File: src/design/dpq_pkg.sv
// ============================================================================
// dpq_pkg
// Shared types and constants for the double-ended priority queue core:
// operation codes, the value width and the command word that every cell
// in the sorted chain receives.
// ============================================================================
package dpq_pkg;

    localparam int VALUE_W       = 32;
    localparam int OP_W          = 2;
    localparam int COUNT_OUT_W   = 7;
    localparam int DEFAULT_DEPTH = 64;

    // Operation codes carried on i_operation
    localparam logic [OP_W-1:0] OP_INSERT  = 2'd0;
    localparam logic [OP_W-1:0] OP_DEL_MAX = 2'd1;
    localparam logic [OP_W-1:0] OP_DEL_MIN = 2'd2;

    // Command broadcast to every cell of the chain in the apply cycle
    typedef struct packed {
        logic                      ins;    // place value into the sorted row
        logic                      shl;    // shift the row down (drop minimum)
        logic signed [VALUE_W-1:0] value;  // value being inserted
    } t_cell_cmd;

endpackage

File: src/design/dpq_cell.sv
// ============================================================================
// dpq_cell
// One slot of the sorted row. Holds one value, flags whether it is greater
// than the value being inserted, and on a command takes its own value, its
// left neighbor's value, its right neighbor's value or the new value.
// ============================================================================
module dpq_cell
    import dpq_pkg::*;
(
    input  logic                      i_clk,
    input  t_cell_cmd                 i_cmd,
    input  logic                      i_occ,        // slot holds a live entry
    input  logic                      i_left_gt,    // left neighbor exceeds new value
    input  logic signed [VALUE_W-1:0] i_left_val,
    input  logic signed [VALUE_W-1:0] i_right_val,
    output logic                      o_gt,
    output logic signed [VALUE_W-1:0] o_val
);

    logic signed [VALUE_W-1:0] r_val;
    logic signed [VALUE_W-1:0] n_val;

    // Compare the stored entry against the value being inserted
    assign o_gt  = i_occ && (r_val > i_cmd.value);
    assign o_val = r_val;

    // Pick the next slot content: shift right, take new value, shift left or hold
    always_comb begin
        n_val = r_val;
        if (i_cmd.ins) begin
            if (i_left_gt) begin
                n_val = i_left_val;
            end else if (!i_occ || o_gt) begin
                n_val = i_cmd.value;
            end
        end else if (i_cmd.shl) begin
            n_val = i_right_val;
        end
    end

    always_ff @(posedge i_clk) begin
        r_val <= n_val;
    end

endmodule

File: config.mk
export PLATFORM = sky130hd
export DESIGN_NAME = dpq_cell
export DESIGN_NICKNAME = d
export VERILOG_FILES = /design/src/design/dpq_pkg.sv /design/src/design/dpq_cell.sv
export SDC_FILE = /design/constraint.sdc
export NUM_CORES = 1
export LEC_CHECK = 0
export ABC_AREA = 1
export BUFFER_PORTS_ARGS = -buffer_cell sky130_fd_sc_hd__buf_2
export CORE_MARGIN = 10
export CORE_UTILIZATION = 35
export CTS_CLUSTER_DIAMETER = 80
export DETAILED_ROUTE_END_ITERATION = 16
export PLACE_DENSITY = 0.68
export SYNTH_ARGS = -nofsm -noshare
export SYNTH_HDL_FRONTEND = slang
export SYNTH_SLANG_ARGS = --single-unit
File: constraint.sdc
create_clock -name i_clk -period 2.7 [get_ports i_clk]
set_clock_uncertainty 0.1 [all_clocks]
set_input_delay 0 -clock i_clk [delete_from_list [all_inputs] [get_ports i_clk]]
set_output_delay 0 -clock i_clk [all_outputs]
set_load 0.02 [all_outputs]
=== After elaboration in Yosys (flattened, before gate mapping) ===
Cells that the tools add are included.

* Bits in registers: 32
* Bits of input ports: 101
* Output and inout port bits: 33
* Logic and storage cells: 12

* $lt $le $gt $ge: 1
* Eq/ne operators: 1
* Muxes and demuxes: 4
* Reductions and logical operators: 5

{| class="wikitable"
|+ Operators with widths
! kind !! count
|-
| 32-bit 2-to-1 mux || 4
|-
| 32-bit greater-than comparator || 1
|-
| 3-bit by 1-bit != test with 1-bit output, second input constant || 1
|-
| 2-bit AND reduction || 1
|-
| 2-bit nonzero test || 1
|-
| 1-bit logical AND || 1
|-
| 1-bit logical NOT || 1
|-
| 1-bit logical OR || 1
|}

=== Logic depth before layout (Yosys ltp) ===
Gate-level depths: netlist of the first run.

* Depth in word-level cells: 6
* Mapped depth: 16
* Mapped depth without buffers: 16

=== Worst setup path after synthesis of the first run ===
OpenSTA, ideal clock, no wires.

* Path kind: register -> register
* From: register r_val[31], in the netlist o_val[31]
* To: register r_val[0], in the netlist o_val[0], enable pin
* Library setup time: 400 ps
* Data arrival time: 2499 ps
* Data required time: 2200 ps
* Slack: -300 ps
* Stages on the path, launching flop included: 10
* Buffers on the path: 0
* Period minus slack after synthesis: 3000 ps
* Cell sequence: edfxtp_1 > ha_1 > nand2_1 > nor2_2 > nand2_2 > nor4_4 > nand2_1 > nand3_1 > nand3_2 > a21oi_2

* Cells in the longest elaborated chain, start to end: 5

{| class="wikitable"
|+ Ends and longest elaborated chain
! element !! line !! RTL
|-
| start: declaration || dpq_cell.sv:20 || <nowiki>logic signed [VALUE_W-1:0] r_val;</nowiki>
|-
| start signal: assignment || dpq_cell.sv:42 || <nowiki>r_val <= n_val;</nowiki>
|-
| 32-bit greater-than comparator || dpq_cell.sv:24 || <nowiki>assign o_gt = i_occ && (r_val > i_cmd.value);</nowiki>
|-
| 1-bit logical AND || dpq_cell.sv:24 ||
|-
| 1-bit logical OR || dpq_cell.sv:33 || <nowiki>end else if (!i_occ || o_gt) begin</nowiki>
|-
| 3-bit by 1-bit != test with 1-bit output (no source line) || n/a ||
|-
| 2-bit AND reduction (no source line) || n/a ||
|}

No other way between the ends.
A chain may end at the register's enable or synchronous reset.

=== Worst setup path after layout of the first run ===
* From: register r_val[31], in the netlist o_val[31]
* To: register r_val[13], in the netlist o_val[13], enable pin

The elaborated chain is that of the path after synthesis.

==> results of run 1 <==
how the worst max path moves through the flow:
stage / start / to / slack [ps]
after floorplan: o_val[31] / o_val[0] / 70
after global placement: o_val[31] / o_val[18] / 450
after detailed placement: o_val[31] / o_val[24] / 370
after CTS: o_val[31] / o_val[2] / 360
after global routing: o_val[31] / o_val[2] / 200
final: o_val[31] / o_val[13] / 380
power by group through the flow:
stage                     Combinational [mW]  Clock (mW)  Sequential, mW
final                                  0.602       0.353           0.645
after global routing                   0.675       0.392           0.653
after CTS                              0.604       0.369           0.646
after detailed placement               0.521           0           0.656
after global placement                 0.511           0           0.652
after floorplan                        0.239           0           0.724
through the flow:
| stage | util (%) | total power, mW | worst slack [ps] | hold WS [ps] |
|---|---|---|---|---|
| after CTS | 57.2 | 1.62 | 358 | 0.599 |
| after global routing | 57.2 | 1.72 | 205 | 20.8 |
| after floorplan | - | 0.963 | 68.8 | 41.4 |
| after detailed placement | 47.9 | 1.18 | 374 | 187 |
| final | 57.2 | 1.60 | 379 | 5.63 |
| after global placement | 47.9 | 1.16 | 454 | 182 |
worst register-to-register path, delay by kind of cell (launching register included):
family	cells	cell delay, ps
buffers and inverters	1	200
AO/OA/AOI/OAI	1	180
AND/OR/NAND/NOR	7	790
adder cells (fa/ha/maj)	1	360
flip-flops	1	390
cell type report:
cell class                      instances  area (µm²)  share of cell area [%]
Tap cell                               96         120                    3.06
Multi-Input combinational cell        235        1340                    34.1
Clock buffer                            7        76.3                    1.94
Timing Repair Buffer                  193        1270                    32.3
Inverter                               43         161                    4.11
Clock inverter                          1        3.75                  0.0955
Sequential cell                        32         961                    24.5
cell usage in the layout (no fill, tap or decap), types with 3 or more instances in the layout:
cell type and instances:
buf_4 3, nand2_1 65, o21ai_1 14, dlygate4sd3_1 56, inv_1 41, buf_2 133
edfxtp_1 32, o21ai_0 53, a21oi_1 13, clkbuf_8 5, nor2_1 41, ha_1 32
layer usage:
metal	track usage (%)	vias up
met4	4.08	0
met2	28.2	96
met5	0	-
met3	4.55	10
met1	17.8	1276
li1	-	1452
cell families (layout without fill, tap and decap cells):
group | after synthesis | after routing | synth area share, %
AOI/OAI and AO/OA | 86 | 86 | 18.0
adders and majority gates | 32 | 32 | 16.0
buffers and inverters | 55 | 244 | 8.35
DFF | 32 | 32 | 38.4
and+or+nand+nor | 117 | 117 | 19.3
==> flow_metrics.tcl, run 1 <==
set metrics [dict create \
    rows 30 \
    status "completed" \
    hold_path_depth 3 \
    fillers 632 \
    clkLatencyLatePin_ps 280 \
    drive_gt1_share_pct 29.7 \
    reg2reg_to "o_val[13]" \
    yosysMostFrequentCell "nand2_1" \
    period_minus_slack_ps 2320 \
    worstSetupPathType "flop to flop" \
    ys_top_cells_by_count "65 x nand2_1, 53 x o21ai_0, 41 x inv_1, 41 x nor2_1" \
    synthArstFlopShare_pct 0 \
    ys_seq_elements 32 \
    wl_per_cell_um 14.7 \
    cts_setup_buffers 0 \
    die_height_um 105 \
    yosysWarnings 0 \
    cts_hold_buf 56 \
    worst_setup_path_start_kind "flop" \
    arrival_ps 2200 \
    critPathTopFamily "simple AND/OR/NAND/NOR gates" \
    antenna_found_initial 0 \
    dr.max_layer_used "met4" \
    cp_num_cells 10 \
    r2r_start "o_val[31]" \
    finalMaxSlewViolations 0 \
    cts_buffer_depth 2 \
    worst-path-buf-inv 1 \
    rsz0062_at_grt "false" \
    dr_wl_met2_um 4530 \
    grt_max_degree 35 \
    cap_viol_max_count 0 \
    clkPwrFrac_pct 22.0 \
    ff2ff_path_depth 10 \
    combPwrFrac_pct 37.6 \
    route.met3.wl_um 600 \
    tightest_slew_ps 1040 \
    grt_use_total_pct 15.7 \
    critPathMaxFanout 23 \
    cp_slowest_cell "edfxtp_1" \
    num_vias 2834 \
    grt.overflow.total 0 \
    clkSinkCount 32 \
    leakage_nw 2.01 \
    route.detailed.drc 0 \
    die_w_um 105 \
    yosysUniqueCellTypes 24 \
    critPathMaxStageDelay_ps 390 \
    synthesis.nets 455 \
    synthCells 322 \
    portBuffers 133 \
    setup_tns_ps 0 \
    finalCritPeriodShare_pct 86.0 \
    layout.cells.non_filler 607 \
    path_common_cell "nand2_1" \
    die_area_um2 10900 \
    cts_buffers 5 \
    initial_core_util_pct 36.4 \
    hp-class "input pin to flop" \
    hold_path_end "o_val[7]" \
    clkTransAtPathRegs_ps 70 \
    dp.cells 543 \
    routabilityCongestion 0.805 \
    hold_viol 0 \
    synth.top_cell.area_share_pct 38.4 \
    relSlewSlack_pct 30.5 \
    wl_met1_um 3660 \
    ys_seq_area_share_pct 38.4 \
    cts-root-buf "clkbuf_8" \
    viasPerCell 4.67 \
    cts_tree "yes" \
    ant_nets 0 \
    min_from "i_left_val[7]" \
    cellPowerDensity_nw_per_um2 407 \
    cts-htree-levels 2 \
    grt_pass1_wl_um 14400 \
    regToRegSetupSlack_ps 380 \
    synthFlopType "edfxtp_1" \
    dpl.hpwl_um 6520 \
    synth_top_cell_by_area "edfxtp_1" \
    p_switching_mw 0.531 \
    crit_path_end_kind "flop" \
    internal_power_mw 1.07 \
    pin_count 134 \
    synth_area_um2 2500 \
    largest_reg_flops 32 \
    crit_chain "ha_1 > nand2_1 > nor2_2 > nand2_2 > nor4_4 > nand2_1 > nand3_1 > nand3_2 > a21oi_4 > buf_12" \
    pwr-share-seq_pct 40.3 \
    routed_wl_um 8920 \
    ys_top_cells_by_area "edfxtp_1 38%, ha_1 16%, o21ai_0 11%, nand2_1 9.8%, inv_1 6.2%" \
    synth_area_per_cell_um2 7.77 \
    grt_pass1_vias 3038 \
    ctsResizeCount 0 \
    area_growth_pct 57.1 \
    ir_drop_mv 0.223 \
    dr.pass1.iters 4 \
    synth_edf_count 32 \
    antennaDiodeCount 0 \
    crit_required_ps 2580 \
    finalInstanceArea_um2 3930 \
    coreArea_um2 6870 \
    setup_viol 0 \
    place_area_um2 3290 \
    nNetsFinal 643 \
    drtIter0Drc 120 \
    fmax_ghz 0.431 \
    sw_frac_of_total_pct 33.2 \
]
No activity file was read; power rests on OpenSTA's default activity.
==> run 2: changes to the inputs <==
CORE_UTILIZATION = 41   (was 35)
PLACE_DENSITY = 0.77   (was 0.68)
==> run 2 against run 1 <==
Sequential share of layout area up 0.11 points. Sequential power is essentially flat. Count of clock-buffer cells in the layout fell by 2. Via count increased by 2.7%. Critical path type unchanged. Cell area shrank 0.45%. Core utilization is 8.9 points higher. Setup slack got worse by 94 ps. Routed wire length is 1.5% higher.
==> flow_metrics.tcl, run 2 (synthesized netlist as in run 1, its figures left out) <==
set metrics [dict create \
    routed_wl_um 9050 \
    grt_pass1_vias 3056 \
    path_common_cell "nand2_1" \
    drive_gt1_share_pct 29.8 \
    portBuffers 133 \
    pin_count 134 \
    wl_per_cell_um 15.4 \
    hp-class "input pin to flop" \
    num_vias 2911 \
    grt.overflow.total 0 \
    grt_max_degree 35 \
    ir_drop_mv 0.253 \
    die_area_um2 9620 \
    crit_required_ps 2560 \
    multiInputGateArea_um2 1340 \
    dpl.hpwl_um 6500 \
    cts_tree "yes" \
    relSlewSlack_pct 30.2 \
    clkLatencyLatePin_ps 280 \
    setup_viol 0 \
    cp_slowest_cell "edfxtp_1" \
    finalCritPeriodShare_pct 89.5 \
    internal_power_mw 1.16 \
    arrival_ps 2270 \
    clkPwrFrac_pct 26.4 \
    ctsResizeCount 0 \
    dp.cells 521 \
    cts_buffers 5 \
    largest_reg_flops 32 \
    crit_chain "ha_1 > nand2_1 > nor2_2 > nand2_2 > nor4_4 > nand2_1 > nand3_1 > nand3_2 > a21oi_4 > buf_4" \
    ant_nets 0 \
    die_height_um 98.1 \
    place_area_um2 3240 \
    drtIter0Drc 146 \
    leakage_nw 2.01 \
    sw_frac_of_total_pct 31.9 \
    grt_pass1_wl_um 14300 \
    p_switching_mw 0.541 \
    critPathTopFamily "simple AND/OR/NAND/NOR gates" \
    cts_buffer_depth 2 \
    route.detailed.drc 0 \
    dr.pass1.iters 5 \
    cts-htree-levels 2 \
    pre_cts_slack_ps 268 \
    pwr-share-seq_pct 38.2 \
    worstSetupPathType "flop to flop" \
    combPwrFrac_pct 35.4 \
    rsz0062_at_grt "false" \
    antenna_found_initial 1 \
    coreArea_um2 5920 \
    layout.cells.non_filler 586 \
    setup_slack_ps 285 \
    area_growth_pct 56.4 \
    nNetsFinal 642 \
    clkSinkCount 32 \
    critPathMaxStageDelay_ps 390 \
    period_minus_slack_ps 2420 \
    routabilityCongestion 0.815 \
    viasPerCell 4.97 \
    cts-root-buf "clkbuf_8" \
    ff_latch_area_um2 961 \
    worst-path-buf-inv 1 \
    cap_viol_max_count 0 \
    layout_common_cells "133 x buf_2, 65 x nand2_1, 56 x dlygate4sd3_1" \
    rows 28 \
    tightest_slew_ps 1050 \
    die_w_um 98.1 \
    cellPowerDensity_nw_per_um2 434 \
    worst_setup_path_start_kind "flop" \
    status "completed" \
    critPathMaxFanout 22 \
    fillers 493 \
    finalMaxSlewViolations 0 \
    fmax_ghz 0.414 \
    setup_tns_ps 0 \
    hold_viol 0 \
    crit_path_end_kind "flop" \
    grt_use_total_pct 17.8 \
    initial_core_util_pct 42.2 \
    finalInstanceArea_um2 3910 \
    final_common_cell "buf_2" \
    fin_util_pct 66.1 \
    clkTransAtPathRegs_ps 70 \
]
## run 2: changes by cell type in the layout (fill, tap and decap cells not counted), sizes merged
cell,delta
clkbuf,-2
buf,-1
bufinv,+1
clkinv,+1
diode,+1
## run 2: metrics by stage
stage	total power, mW	hold slack [ps]
2_1_floorplan	0.963	41.4
3_3_place_gp	1.15	180
3_5_place_dp	1.17	188
4_1_cts	1.71	4.38
5_1_grt	1.80	12.2
6_report	1.70	2.27
## run 2: final timing paths
| path | from | endpoint | slack (ps) | cells past startpoint |
|---|---|---|---|---|
| setup / recovery | o_val[31] | o_val[27] | 280 | 10 |
| setup reg to reg | o_val[31] | o_val[27] | 280 | 10 |
| hold reg to reg | o_val[31] | o_val[14] | 1070 | 5 |
| hold / removal | i_left_val[13] | o_val[13] | 2 | 3 |
## run 2: worst min-delay path, delay by kind of cell
family          cells  cell delay, ps
compound gates      1             150
buf+inv             1              70
simple gates        1              30
## run 2: layout make-up
cell class / instances / share of cell area [%]
flip-flops and latches: 32 / 24.6
diodes: 1 / 0.0640
clock inverters: 3 / 0.959
well taps: 75 / 2.40
inverters: 43 / 4.13
clock buffers: 5 / 1.76
repair buffers: 192 / 31.9
multi-input cells: 235 / 34.2
## run 2: repair_timing
action / CTS / global route
setup buffers: 0 / 0
hold buffers: 56 / 0
hold endpoints to repair: 32 / 0
## run 2: per-layer routing
metal / up-vias / wire, µm / global-route usage, % / part of all wire (%)
met2: 123 / 4870 / 33.1 / 54
met1: 1324 / 3430 / 18.7 / 38
li1: 1449 / - / - / -
met4: 0 / 195 / 7.94 / 2.2
met3: 15 / 553 / 3.81 / 6.1
met5: - / 0 / 0 / 0
## run 2: power groups by stage
stage | Clock (mW) | Combinational, mW | Sequential [mW]
floorplan | 0 | 0.239 | 0.724
global placement | 0 | 0.503 | 0.652
detailed placement | 0 | 0.517 | 0.658
CTS | 0.462 | 0.598 | 0.647
global route | 0.473 | 0.667 | 0.655
finish | 0.448 | 0.601 | 0.647
